<file path="src/hw/rtl/iecho_pkg.sv">
// shared types, constants and checksum helpers for the icmp echo responder
// no dependencies; imported by every module of the block
package iecho_pkg;

    // largest request that still gets a reply
    localparam logic [15:0] MAX_MESSAGE = 16'd1480;
    // position of the last header byte; a message ending before it is truncated
    localparam logic [15:0] HDR_LAST_POS = 16'd7;

    // queue between front and back
    localparam int QDEPTH = 4;
    localparam int QPTR_W = $clog2(QDEPTH);
    localparam int QCNT_W = $clog2(QDEPTH + 1);

    // icmp type codes
    localparam logic [7:0] TYPE_ECHO_REPLY   = 8'd0;
    localparam logic [7:0] TYPE_ECHO_REQUEST = 8'd8;

    // header byte positions
    localparam logic [15:0] POS_TYPE   = 16'd0;
    localparam logic [15:0] POS_CKS_HI = 16'd2;
    localparam logic [15:0] POS_CKS_LO = 16'd3;
    localparam logic [15:0] POS_ID_HI  = 16'd4;
    localparam logic [15:0] POS_ID_LO  = 16'd5;
    localparam logic [15:0] POS_SEQ_HI = 16'd6;
    localparam logic [15:0] POS_SEQ_LO = 16'd7;

    // type word delta for 8 -> 0 in ones' complement
    localparam logic [15:0] TYPE_DELTA = 16'hF7FF;

    // event slots; the first six double as verdict codes
    typedef enum logic [2:0] {
        EV_SENT    = 3'd0,
        EV_TRUNC   = 3'd1,
        EV_BADSUM  = 3'd2,
        EV_BCAST   = 3'd3,
        EV_RXREPLY = 3'd4,
        EV_UNKNOWN = 3'd5,
        EV_REQRX   = 3'd6
    } iecho_event_t;

    localparam int NUM_EVENTS = 7;

    // one queue entry: the held byte result and, on the last byte, the final result
    typedef struct packed {
        logic         has_held;
        logic [7:0]   held_byte;
        logic         is_last;
        logic [7:0]   final_byte;
        iecho_event_t verdict;
        logic [31:0]  address;
        logic [15:0]  length;
        logic [15:0]  ident;
        logic [15:0]  sequence_num;
        logic [31:0]  count;
    } iecho_entry_t;

    // queue status toward front and back
    typedef struct packed {
        logic full;
        logic empty;
    } iecho_qstat_t;

    // 16-bit ones' complement add with end-around carry
    function automatic logic [15:0] oc_add(input logic [15:0] a, input logic [15:0] b);
        logic [16:0] s;
        s = {1'b0, a} + {1'b0, b};
        return s[15:0] + {15'd0, s[16]};
    endfunction

    // byte as it leaves in the reply
    function automatic logic [7:0] iecho_rewrite(
        input logic [7:0]  mtype,
        input logic [15:0] pos,
        input logic [15:0] cks,
        input logic [7:0]  b
    );
        logic [15:0] nc;
        nc = ~oc_add(~cks, TYPE_DELTA);
        if (mtype != TYPE_ECHO_REQUEST)
            return b;
        else if (pos == POS_TYPE)
            return TYPE_ECHO_REPLY;
        else if (pos == POS_CKS_HI)
            return nc[15:8];
        else if (pos == POS_CKS_LO)
            return nc[7:0];
        else
            return b;
    endfunction

endpackage

</file>
<file path="src/hw/rtl/iecho_front.sv">
// front part: accepts message bytes, tracks the header and checksum, issues verdicts
// depends on iecho_pkg; feeds entries into iecho_queue
module iecho_front import iecho_pkg::*;
(
    input  logic         clk,
    input  logic         rst_n,
    input  logic         in_fire,
    input  logic [7:0]   data_byte,
    input  logic         last_byte,
    input  logic [31:0]  source_address,
    input  logic         is_broadcast,
    output logic         push,
    output iecho_entry_t push_entry
);

    logic [15:0] pos_reg, pos_next;
    logic [15:0] sum_reg, sum_next;
    logic [7:0]  pend_reg, pend_next;
    logic        odd_reg, odd_next;
    logic [7:0]  held_reg, held_next;
    logic [7:0]  type_reg, type_next;
    logic [15:0] cks_reg, cks_next;
    logic [15:0] ident_reg, ident_next;
    logic [15:0] seq_reg, seq_next;
    logic [15:0] lr_ident_reg, lr_ident_next;
    logic [15:0] lr_seq_reg, lr_seq_next;
    logic [31:0] cnt_reg [NUM_EVENTS];
    logic [31:0] cnt_next [NUM_EVENTS];

    logic [15:0]  word;
    logic [15:0]  total;
    logic         short_msg;
    logic         bad_sum;
    logic         req_rx;
    iecho_event_t verdict;
    logic [31:0]  cnt_sel;
    logic [31:0]  cnt_new;
    logic [31:0]  req_new;
    logic         fin;

    // header capture for this byte
    always_comb
    begin
        type_next  = type_reg;
        cks_next   = cks_reg;
        ident_next = ident_reg;
        seq_next   = seq_reg;
        case (pos_reg)
            POS_TYPE:   type_next  = data_byte;
            POS_CKS_HI: cks_next   = {data_byte, 8'd0};
            POS_CKS_LO: cks_next   = {cks_reg[15:8], data_byte};
            POS_ID_HI:  ident_next = {data_byte, 8'd0};
            POS_ID_LO:  ident_next = {ident_reg[15:8], data_byte};
            POS_SEQ_HI: seq_next   = {data_byte, 8'd0};
            POS_SEQ_LO: seq_next   = {seq_reg[15:8], data_byte};
            default:    ;
        endcase
    end

    // running sum; a lone final byte is padded with a zero low byte
    assign word  = odd_reg ? {pend_reg, data_byte} : {data_byte, 8'd0};
    assign total = oc_add(sum_reg, word);

    // verdict in priority order
    always_comb
    begin
        short_msg = pos_reg < HDR_LAST_POS;
        bad_sum   = total != 16'hFFFF;
        req_rx    = 1'b0;
        if (short_msg)
            verdict = EV_TRUNC;
        else if (bad_sum)
            verdict = EV_BADSUM;
        else if (type_next == TYPE_ECHO_REQUEST)
        begin
            if (is_broadcast)
                verdict = EV_BCAST;
            else
            begin
                req_rx  = 1'b1;
                verdict = (pos_reg >= MAX_MESSAGE) ? EV_TRUNC : EV_SENT;
            end
        end
        else if (type_next == TYPE_ECHO_REPLY)
            verdict = EV_RXREPLY;
        else
            verdict = EV_UNKNOWN;
    end

    // saturating counter bumps
    assign cnt_sel = cnt_reg[verdict];
    assign cnt_new = (cnt_sel == 32'hFFFF_FFFF) ? cnt_sel : cnt_sel + 32'd1;
    assign req_new = (cnt_reg[EV_REQRX] == 32'hFFFF_FFFF) ? cnt_reg[EV_REQRX]
                                                          : cnt_reg[EV_REQRX] + 32'd1;
    assign fin = in_fire && last_byte;

    always_comb
    begin
        for (int i = 0; i < NUM_EVENTS; i++)
        begin
            cnt_next[i] = cnt_reg[i];
            if (fin && (i == int'(verdict)))
                cnt_next[i] = cnt_new;
            if (fin && req_rx && (i == int'(EV_REQRX)))
                cnt_next[i] = req_new;
        end
    end

    // last echo reply seen
    always_comb
    begin
        lr_ident_next = lr_ident_reg;
        lr_seq_next   = lr_seq_reg;
        if (fin && verdict == EV_RXREPLY)
        begin
            lr_ident_next = ident_next;
            lr_seq_next   = seq_next;
        end
    end

    // per-message state, cleared after the last byte
    always_comb
    begin
        pos_next  = pos_reg;
        sum_next  = sum_reg;
        pend_next = pend_reg;
        odd_next  = odd_reg;
        held_next = held_reg;
        if (in_fire)
        begin
            if (last_byte)
            begin
                pos_next  = '0;
                sum_next  = '0;
                pend_next = '0;
                odd_next  = 1'b0;
                held_next = '0;
            end
            else
            begin
                if (pos_reg != 16'hFFFF)
                    pos_next = pos_reg + 16'd1;
                held_next = data_byte;
                odd_next  = ~odd_reg;
                if (odd_reg)
                    sum_next = total;
                else
                    pend_next = data_byte;
            end
        end
    end

    // entry toward the queue
    always_comb
    begin
        push = in_fire && (pos_reg != 16'd0 || last_byte);
        push_entry.has_held     = pos_reg != 16'd0;
        push_entry.held_byte    = iecho_rewrite(type_next, pos_reg - 16'd1, cks_next, held_reg);
        push_entry.is_last      = last_byte;
        push_entry.final_byte   = iecho_rewrite(type_next, pos_reg, cks_next, data_byte);
        push_entry.verdict      = verdict;
        push_entry.address      = source_address;
        push_entry.length       = (pos_reg == 16'hFFFF) ? pos_reg : pos_reg + 16'd1;
        push_entry.ident        = lr_ident_next;
        push_entry.sequence_num = lr_seq_next;
        push_entry.count        = cnt_new;
    end

    always_ff @(posedge clk or negedge rst_n)
    begin
        if (!rst_n)
        begin
            pos_reg      <= '0;
            sum_reg      <= '0;
            pend_reg     <= '0;
            odd_reg      <= 1'b0;
            held_reg     <= '0;
            type_reg     <= '0;
            cks_reg      <= '0;
            ident_reg    <= '0;
            seq_reg      <= '0;
            lr_ident_reg <= '0;
            lr_seq_reg   <= '0;
            for (int i = 0; i < NUM_EVENTS; i++)
                cnt_reg[i] <= '0;
        end
        else
        begin
            pos_reg      <= pos_next;
            sum_reg      <= sum_next;
            pend_reg     <= pend_next;
            odd_reg      <= odd_next;
            held_reg     <= held_next;
            lr_ident_reg <= lr_ident_next;
            lr_seq_reg   <= lr_seq_next;
            for (int i = 0; i < NUM_EVENTS; i++)
                cnt_reg[i] <= cnt_next[i];
            if (fin)
            begin
                type_reg  <= '0;
                cks_reg   <= '0;
                ident_reg <= '0;
                seq_reg   <= '0;
            end
            else if (in_fire)
            begin
                type_reg  <= type_next;
                cks_reg   <= cks_next;
                ident_reg <= ident_next;
                seq_reg   <= seq_next;
            end
        end
    end

    // a finished message leaves no per-message state behind
    a_clear_after_last: assert property (@(posedge clk) disable iff (!rst_n)
        fin |=> (pos_reg == 16'd0 && !odd_reg && type_reg == 8'd0))
        else $error("message state not cleared after last byte");

endmodule

</file>
<file path="src/hw/rtl/iecho_queue.sv">
// short entry queue between the front and back parts
// depends on iecho_pkg
module iecho_queue import iecho_pkg::*;
(
    input  logic         clk,
    input  logic         rst_n,
    input  logic         push,
    input  iecho_entry_t push_entry,
    input  logic         pop,
    output iecho_entry_t head,
    output iecho_qstat_t stat
);

    iecho_entry_t        mem_reg [QDEPTH];
    logic [QPTR_W-1:0]   wr_ptr_reg, wr_ptr_next;
    logic [QPTR_W-1:0]   rd_ptr_reg, rd_ptr_next;
    logic [QCNT_W-1:0]   count_reg, count_next;

    assign head       = mem_reg[rd_ptr_reg];
    assign stat.full  = count_reg == QCNT_W'(QDEPTH);
    assign stat.empty = count_reg == '0;

    // pointer and fill count update
    always_comb
    begin
        wr_ptr_next = push ? wr_ptr_reg + QPTR_W'(1) : wr_ptr_reg;
        rd_ptr_next = pop ? rd_ptr_reg + QPTR_W'(1) : rd_ptr_reg;
        count_next  = count_reg;
        if (push && !pop)
            count_next = count_reg + QCNT_W'(1);
        else if (pop && !push)
            count_next = count_reg - QCNT_W'(1);
    end

    always_ff @(posedge clk or negedge rst_n)
    begin
        if (!rst_n)
        begin
            wr_ptr_reg <= '0;
            rd_ptr_reg <= '0;
            count_reg  <= '0;
        end
        else
        begin
            wr_ptr_reg <= wr_ptr_next;
            rd_ptr_reg <= rd_ptr_next;
            count_reg  <= count_next;
        end
    end

    // entry storage
    always_ff @(posedge clk)
    begin
        if (push)
            mem_reg[wr_ptr_reg] <= push_entry;
    end

    a_no_overflow: assert property (@(posedge clk) disable iff (!rst_n)
        !(push && stat.full))
        else $error("push into full queue");

    a_no_underflow: assert property (@(posedge clk) disable iff (!rst_n)
        !(pop && stat.empty))
        else $error("pop from empty queue");

    a_count_range: assert property (@(posedge clk) disable iff (!rst_n)
        count_reg <= QCNT_W'(QDEPTH))
        else $error("queue count out of range");

endmodule

</file>
<file path="src/hw/rtl/iecho_back.sv">
// back part: expands queue entries into output transfers through an output register
// depends on iecho_pkg; reads entries from iecho_queue
module iecho_back import iecho_pkg::*;
(
    input  logic          clk,
    input  logic          rst_n,
    input  iecho_entry_t  head,
    input  iecho_qstat_t  stat,
    output logic          pop,
    output logic          m_axis_tvalid,
    input  logic          m_axis_tready,
    output logic [119:0]  m_axis_tdata,  // out_byte, reply_address, message_length,
                                         // recorded_ident, recorded_sequence, event_count
    output logic          m_axis_tlast,  // out_last
    output logic [2:0]    m_axis_tuser   // verdict
);

    logic          valid_reg, valid_next;
    logic          held_done_reg, held_done_next;
    logic [119:0]  data_reg, data_next;
    logic          last_reg, last_next;
    logic [2:0]    user_reg, user_next;
    logic          load;
    logic          emit_held;

    assign load      = !stat.empty && (!valid_reg || m_axis_tready);
    assign emit_held = head.has_held && !held_done_reg;
    assign pop       = load && (!emit_held || !head.is_last);

    // next transfer from the head entry
    always_comb
    begin
        valid_next     = valid_reg && !m_axis_tready;
        held_done_next = held_done_reg;
        data_next      = data_reg;
        last_next      = last_reg;
        user_next      = user_reg;
        if (load)
        begin
            valid_next     = 1'b1;
            held_done_next = emit_held && head.is_last;
            if (emit_held)
            begin
                data_next = {112'd0, head.held_byte};
                last_next = 1'b0;
                user_next = '0;
            end
            else
            begin
                data_next = {head.count, head.sequence_num, head.ident,
                             head.length, head.address, head.final_byte};
                last_next = 1'b1;
                user_next = head.verdict;
            end
        end
    end

    always_ff @(posedge clk or negedge rst_n)
    begin
        if (!rst_n)
        begin
            valid_reg     <= 1'b0;
            held_done_reg <= 1'b0;
        end
        else
        begin
            valid_reg     <= valid_next;
            held_done_reg <= held_done_next;
        end
    end

    // output payload
    always_ff @(posedge clk)
    begin
        data_reg <= data_next;
        last_reg <= last_next;
        user_reg <= user_next;
    end

    assign m_axis_tvalid = valid_reg;
    assign m_axis_tdata  = data_reg;
    assign m_axis_tlast  = last_reg;
    assign m_axis_tuser  = user_reg;

endmodule

</file>
<file path="src/hw/rtl/icmp_echo_responder_core.sv">
// top level of the icmp echo responder
// depends on iecho_pkg, iecho_front, iecho_queue and iecho_back
//
// Bytes of an ICMP message enter on the slave stream, one per transfer, with
// the sender address and broadcast flag; each byte leaves one transfer later
// on the master stream, with echo requests rewritten in flight to replies
// (type and checksum). The transfer carrying the final byte has tlast set and
// carries the verdict, length, recorded reply fields and updated event count.
// The input takes one byte per cycle while the queue is not full. The first
// byte of a message produces no output transfer and the final byte produces
// two, so the output side keeps pace with the input; the four-entry queue
// between the classifying front end and the output stage absorbs the
// two-transfer entry and output stalls.
module icmp_echo_responder_core import iecho_pkg::*;
(
    input  logic          clk,
    input  logic          rst_n,
    input  logic          s_axis_tvalid,
    output logic          s_axis_tready,
    input  logic [39:0]   s_axis_tdata,  // data_byte, source_address
    input  logic          s_axis_tlast,  // last_byte
    input  logic [0:0]    s_axis_tuser,  // is_broadcast
    output logic          m_axis_tvalid,
    input  logic          m_axis_tready,
    output logic [119:0]  m_axis_tdata,  // out_byte, reply_address, message_length,
                                         // recorded_ident, recorded_sequence, event_count
    output logic          m_axis_tlast,  // out_last
    output logic [2:0]    m_axis_tuser   // verdict
);

    iecho_entry_t push_entry;
    iecho_entry_t head;
    iecho_qstat_t stat;
    logic         push;
    logic         pop;
    logic         in_fire;

    assign s_axis_tready = !stat.full;
    assign in_fire       = s_axis_tvalid && s_axis_tready;

    // classify and rewrite
    iecho_front u_front (
        .clk            (clk),
        .rst_n          (rst_n),
        .in_fire        (in_fire),
        .data_byte      (s_axis_tdata[7:0]),
        .last_byte      (s_axis_tlast),
        .source_address (s_axis_tdata[39:8]),
        .is_broadcast   (s_axis_tuser[0]),
        .push           (push),
        .push_entry     (push_entry)
    );

    // decoupling queue
    iecho_queue u_queue (
        .clk        (clk),
        .rst_n      (rst_n),
        .push       (push),
        .push_entry (push_entry),
        .pop        (pop),
        .head       (head),
        .stat       (stat)
    );

    // output stage
    iecho_back u_back (
        .clk           (clk),
        .rst_n         (rst_n),
        .head          (head),
        .stat          (stat),
        .pop           (pop),
        .m_axis_tvalid (m_axis_tvalid),
        .m_axis_tready (m_axis_tready),
        .m_axis_tdata  (m_axis_tdata),
        .m_axis_tlast  (m_axis_tlast),
        .m_axis_tuser  (m_axis_tuser)
    );

endmodule
</file>
<file path="config.mk">
export PLATFORM = sky130hd
export DESIGN_NAME = icmp_echo_responder_core
export DESIGN_NICKNAME = d
export VERILOG_FILES = /design/src/hw/rtl/iecho_pkg.sv /design/src/hw/rtl/iecho_front.sv /design/src/hw/rtl/iecho_queue.sv /design/src/hw/rtl/iecho_back.sv /design/src/hw/rtl/icmp_echo_responder_core.sv
export SDC_FILE = /design/constraint.sdc
export NUM_CORES = 1
export LEC_CHECK = 0
export ABC_AREA = 1
export BUFFER_PORTS_ARGS = -buffer_cell sky130_fd_sc_hd__buf_4
export CAP_MARGIN = 20
export CORE_UTILIZATION = 60
export DETAILED_ROUTE_END_ITERATION = 7
export PLACE_DENSITY = 0.83
export SYNTH_ARGS = -nofsm -noshare
export SYNTH_HDL_FRONTEND = slang
export SYNTH_HIERARCHICAL = 1
export SYNTH_SLANG_ARGS = --single-unit
export TNS_END_PERCENT = 50
</file>
<file path="constraint.sdc">
create_clock -name clk -period 10.9 [get_ports clk]
set_clock_uncertainty 0.1 [all_clocks]
set_input_delay 1.635 -clock clk [delete_from_list [all_inputs] [get_ports clk]]
set_output_delay 1.635 -clock clk [all_outputs]
set_load 0.005 [all_outputs]
</file>
# ---- Yosys cells after proc, flatten, opt, wreduce, memory -nomap -nowiden
# Memories as Yosys holds them, arrays and structs flattened.
# Index checks and enable logic that the tools add are counted.
dict set report op_classes {
  addsub 12
  n_lt_le_gt_ge 3
  eq_ne 25
  muxes 56
  bitwise_logic 4
  reduce_logical 46
}
# operator n
set ops {}
lappend ops {{16-bit two-way mux} 14}
lappend ops {{32-bit two-way mux} 6}
lappend ops {{8-bit two-way mux} 15}
lappend ops {{32-bit binary-select mux with 3-bit select} 1}
lappend ops {{16-bit case mux with 2 select lines} 3}
lappend ops {{32-bit by 1-bit adder with 32-bit output, second input constant} 2}
lappend ops {{16-bit by 2-bit == test with 1-bit output, second input constant} 4}
lappend ops {{16-bit by 3-bit == test with 1-bit output, second input constant} 4}
lappend ops {{32-bit == test, second input constant} 2}
lappend ops {{16-bit by 1-bit adder with 16-bit output} 2}
lappend ops {{16-bit logical NOT} 2}
lappend ops {{16-bit inequality test, second input constant} 2}
lappend ops {{16-bit NOT} 2}
lappend ops {{1-bit logical AND} 19}
lappend ops {{3-bit two-way mux} 6}
lappend ops {{16-bit by 16-bit adder with 17-bit output} 1}
lappend ops {{16-bit by 16-bit adder with 17-bit output, second input constant} 1}
lappend ops {{16-bit by 1-bit adder with 16-bit output, second input constant} 1}
lappend ops {{16-bit == test, second input constant} 1}
lappend ops {{16-bit by 11-bit >= comparator with 1-bit output, second input constant} 1}
lappend ops {{16-bit by 3-bit < comparator with 1-bit output, second input constant} 1}
lappend ops {{16-bit nonzero test} 1}
lappend ops {{16-bit by 1-bit subtractor with 16-bit output, second input constant} 1}
lappend ops {{3-bit == test, first input constant} 4}
lappend ops {{18 further kinds} 50}
dict set report word_totals {
  regBits 494
  ram_bits 532
  out_inout_bits 126
  elab_cells 174
  mem_count 1
}
# name depth word_bits read_ports rd_ports_with_merged_regs wr line
set mem_list {}
lappend mem_list {u_queue.mem_reg 4 133 1 0 1 iecho_queue.sv:14} ;# iecho_entry_t mem_reg [QDEPTH];

# ---- Logic depth before layout (Yosys ltp)
dict set report depth {
  word_depth 15
  ltp_mapped 50
  ltp_nobuf 46
}

# ---- Modules after synthesis
# The synthesis kept the hierarchy.
# mod n_inst cells_each area_each_um2 seq_area_each_um2
set modules_own_cells {}
lappend modules_own_cells {iecho_front 1 3221 22606.7 9033.7}
lappend modules_own_cells {iecho_queue 1 1599 21446.8 16150.5}
lappend modules_own_cells {iecho_back 1 409 5465.2 3773.6}
lappend modules_own_cells {icmp_echo_responder_core 1 3 13.8 0.0}

# ---- Least setup slack after synthesis
# OpenSTA, ideal clock, no wires.
dict set report synth_timing {
  path_type {input-to-reg}
  start {input m_axis_tready}
  end {register u_back.data_reg[0], in the netlist u_back/m_axis_tdata[0], enable pin}
  setup_time_ns 0.650
  arrival_time_ns 7.648
  required_ns 10.150
  path_slack_ns 2.502
  stages 2
  path_buffers 0
  path_cell_list {inv_1 -> a21oi_1}
}
dict set report synth_via {
  elab_chain_len 2
}
# item line
set synth_lines {}
lappend synth_lines {{from (decl)} icmp_echo_responder_core.sv:24} ;# input logic m_axis_tready,
lappend synth_lines {{1-bit logical OR} iecho_back.sv:26} ;# assign load = !stat.empty && (!valid_reg || m_axis_tready);
lappend synth_lines {{1-bit logical AND} iecho_back.sv:26}
lappend synth_lines {{named net u_back.load} iecho_back.sv:23} ;# logic load;
lappend synth_lines {{to (signal assigned)} iecho_back.sv:75} ;# data_reg <= data_next;
lappend synth_lines {{to (decl)} iecho_back.sv:20} ;# logic [119:0] data_reg, data_next;
# The timed path passes the listed nets, and every way through them passes these cells.
# A chain may end at the register's enable or synchronous reset.

==> results.json <==
{
  "status": "finished clean",
  "max_stage_delay_ns": 0.58,
  "rows": 105,
  "grt_pass1_wl_microns": 191000,
  "chipHeight_microns": 289,
  "boundaryPins": 172,
  "post-place-ws_ns": 1.72,
  "cp-start-kind": "primary input",
  "p_leak_uw": 0.0242,
  "grt_use_total_pct": 29.2,
  "syn_area_per_cell_sq_um": 9.47,
  "syn_nets": 5314,
  "path_clk_slew_ns": 0.06,
  "regToRegSetupSlack_ns": 2.44,
  "synth_area_leaders": "edfxtp_1 (40%), dfrtp_1 (19%), nand2_1 (12%), inv_1 (6.1%), o211ai_1 (4.2%)",
  "drv_cap": 0,
  "cts_tree": "done",
  "synth_edf_count": 656,
  "cts-resized-gates": 0,
  "cp.required_ns": 11.30,
  "r2r_cells": 47,
  "start_util_pct": 60.5,
  "use_met1_pct": 40.1,
  "grt_start_max_net_pins": 229,
  "dieArea_sq_mm": 0.0837,
  "vias": 36900,
  "synth_top_area_share_pct": 39.8,
  "cts_setup_buffers": 0,
  "drcViolationCount": 0,
  "grt_antenna_before_repair": 2,
  "fin_tns_setup_ns": 0,
  "seq_area_frac_synth_pct": 58.5,
  "fin_ws_ns": 2.19,
  "insertion_delay_ns": 0.70,
  "slowest_stage": "buf_4",
  "cts_made_buffers": 102,
  "hold_viol_final": 0,
  "cts_num_sinks": 1026,
  "tightest_slew_ns": 1.11,
  "die_w_microns": 289,
  "dp_hpwl_microns": 76700,
  "globalRouteMet2Util_pct": 47.6,
  "htree_levels": 3,
  "netlist_area_sq_mm": 0.0495,
  "ant_nets": 0,
  "largest_reg_flops": 532,
  "wire_per_inst_microns": 19.0,
  "met3_usage_pct": 4.17,
  "holdBufCountCts": 0,
  "wl_microns": 122000,
  "crit_end": "u_front/cnt_reg[97]$_DFFE_PN0P_",
  "clockBufferDepth": 3,
  "period_minus_slack_ns": 8.71,
  "area_growth_pct": 9.96,
  "design_area_sq_mm": 0.0545,
  "critical_path_class": "in -> reg",
  "vdd_drop_max_mv": 0.270,
  "drt_pre_antenna_iters": 6,
  "synth-seq-cells": 1026,
  "nNetsFinal": 5369,
  "via_per_inst": 5.73,
  "dpl-instance-area_sq_mm": 0.0509,
  "hp-class": "reg -> reg",
  "drive_gt1_share_pct": 10.3,
  "r2r-start": "u_front/odd_reg$_DFFE_PN0P_",
  "drtIter0Drc": 4025,
  "critPathCaptureType": "flop",
  "busiest_layer": "met2",
  "core_sq_mm": 0.0818,
  "finalPower_uw": 14400,
  "ys_async_sr_fraction_pct": 36.1,
  "port_buffers": 171,
  "fin_crit_sh_pct": 79.9,
  "synth_warnings": 6,
  "startpoint": "s_axis_tdata[4]",
  "r2r_end": "u_front/cnt_reg[97]$_DFFE_PN0P_",
  "crit_fanout": 68,
  "syn-instance-count": 5232,
  "synth_cell_types": 57,
  "finalSetupViolations": 0,
  "power_density_mw_per_mm2": 264,
  "slew_viol_final": 0,
  "grt-ovfl-total": 0,
  "clk_root_buffer_cell": "clkbuf_16",
  "timing.slew.headroom_pct": 25.7,
  "synth_area_leader_cell": "edfxtp_1",
  "gp_congestion": 1.00,
  "synth_flop_cell": "edfxtp_1",
  "cp.arrival_ns": 9.11,
  "max_freq_mhz": 115,
  "cpMostUsedCell": "nand2_1",
  "rsz0062_at_grt": "no",
  "grt_pass1_vias": 35600
}
[how the worst min path moves through the flow]
stage               depth (start not counted)                              from                               end
floorplan                                   2  u_front/cnt_reg[138]$_DFFE_PN0P_  u_front/cnt_reg[138]$_DFFE_PN0P_
global placement                            2  u_front/cnt_reg[146]$_DFFE_PN0P_  u_front/cnt_reg[146]$_DFFE_PN0P_
detailed placement                          2  u_front/cnt_reg[141]$_DFFE_PN0P_  u_front/cnt_reg[141]$_DFFE_PN0P_
CTS                                         2  u_front/cnt_reg[141]$_DFFE_PN0P_  u_front/cnt_reg[141]$_DFFE_PN0P_
global route                                2  u_front/cnt_reg[149]$_DFFE_PN0P_  u_front/cnt_reg[149]$_DFFE_PN0P_
finish                                      2  u_front/cnt_reg[202]$_DFFE_PN0P_  u_front/cnt_reg[202]$_DFFE_PN0P_
[worst max-delay path, delay by kind of cell]
kind                       cells  cell delay (ns)
and+or+nand+nor               29             4.26
buffers and inverters          6             1.46
adders and majority gates      4             1.07
AOI/OAI and AO/OA              5             0.60
[cell type report]
| class | instances | area [sq um] |
|---|---|---|
| Tap cell | 1070 | 1340 |
| Inverter | 814 | 3090 |
| Fill cell | 5945 | 27400 |
| Clock buffer | 139 | 2830 |
| Timing Repair Buffer | 217 | 1690 |
| Antenna cell | 1 | 2.50 |
| Multi-Input combinational cell | 3126 | 15900 |
| Sequential cell | 1026 | 29000 |
| Clock inverter | 55 | 634 |
[per-layer routing]
metal,routed length (microns),vias up
li1,-,17300
met1,50500,17700
met2,57400,1749
met3,10600,241
met4,3930,0
met5,0,-
[synth_stat cells (8+ instances only)]
cell      instances
o21ai_1         140
inv_1           799
nor2_4           70
clkbuf_1         81
dfrtp_1         370
nand3_2          14
nand2_2          12
edfxtp_1        656
inv_2            14
a21oi_1          28
buf_12            8
nand3b_1         22
nand3_4          11
nor2_2           17
buf_6            24
nand2_1        1538
o211ai_1        275
a31oi_1          11
o21ai_0         175
mux2_2            8
nand4_1          49
xor2_1           64
nor4_1           18
buf_1            19
ha_1             34
nor3_1           40
buf_2            73
nor2_1          218
nand3_1         236
a22oi_1          16
buf_4            56
o22ai_1          88
[layout by cell type, fill, tap and decap left out, types with 64 or more instances in the layout]
cell type / count
buf_4: 212
clkbuf_16: 103
dfrtp_1: 368
edfxtp_1: 656
inv_1: 795
nand2_1: 1537
nand3_1: 236
nor2_1: 217
nor2_4: 72
o211ai_1: 275
o21ai_0: 175
o21ai_1: 140
o22ai_1: 88
xor2_1: 64
[kinds of logic after synthesis]
family	synth area share, %
buffers and inverters	9.52
multiplexers	0.182
adder cells (fa/ha/maj)	0.940
AO/OA/AOI/OAI	9.42
flip-flops	58.5
AND/OR/NAND/NOR	20.3
XOR/XNOR	1.20
[per-stage QoR]
stage               utilization [%]  cells  hold slack [ns]
finish                         66.5   6448            0.375
detailed placement             62.2   6251            0.357
global placement               62.2   6250            0.353
global route                   66.5   6447            0.401
CTS                            66.5   6445            0.375
floorplan                         -   5232            0.340
[power breakdown]
part | internal (uW) | switching, uW
sequential | 5360 | 371
combinational | 1620 | 3470
clock | 2040 | 1520
total | 9010 | 5360
Power figures use the tool's default switching activity.
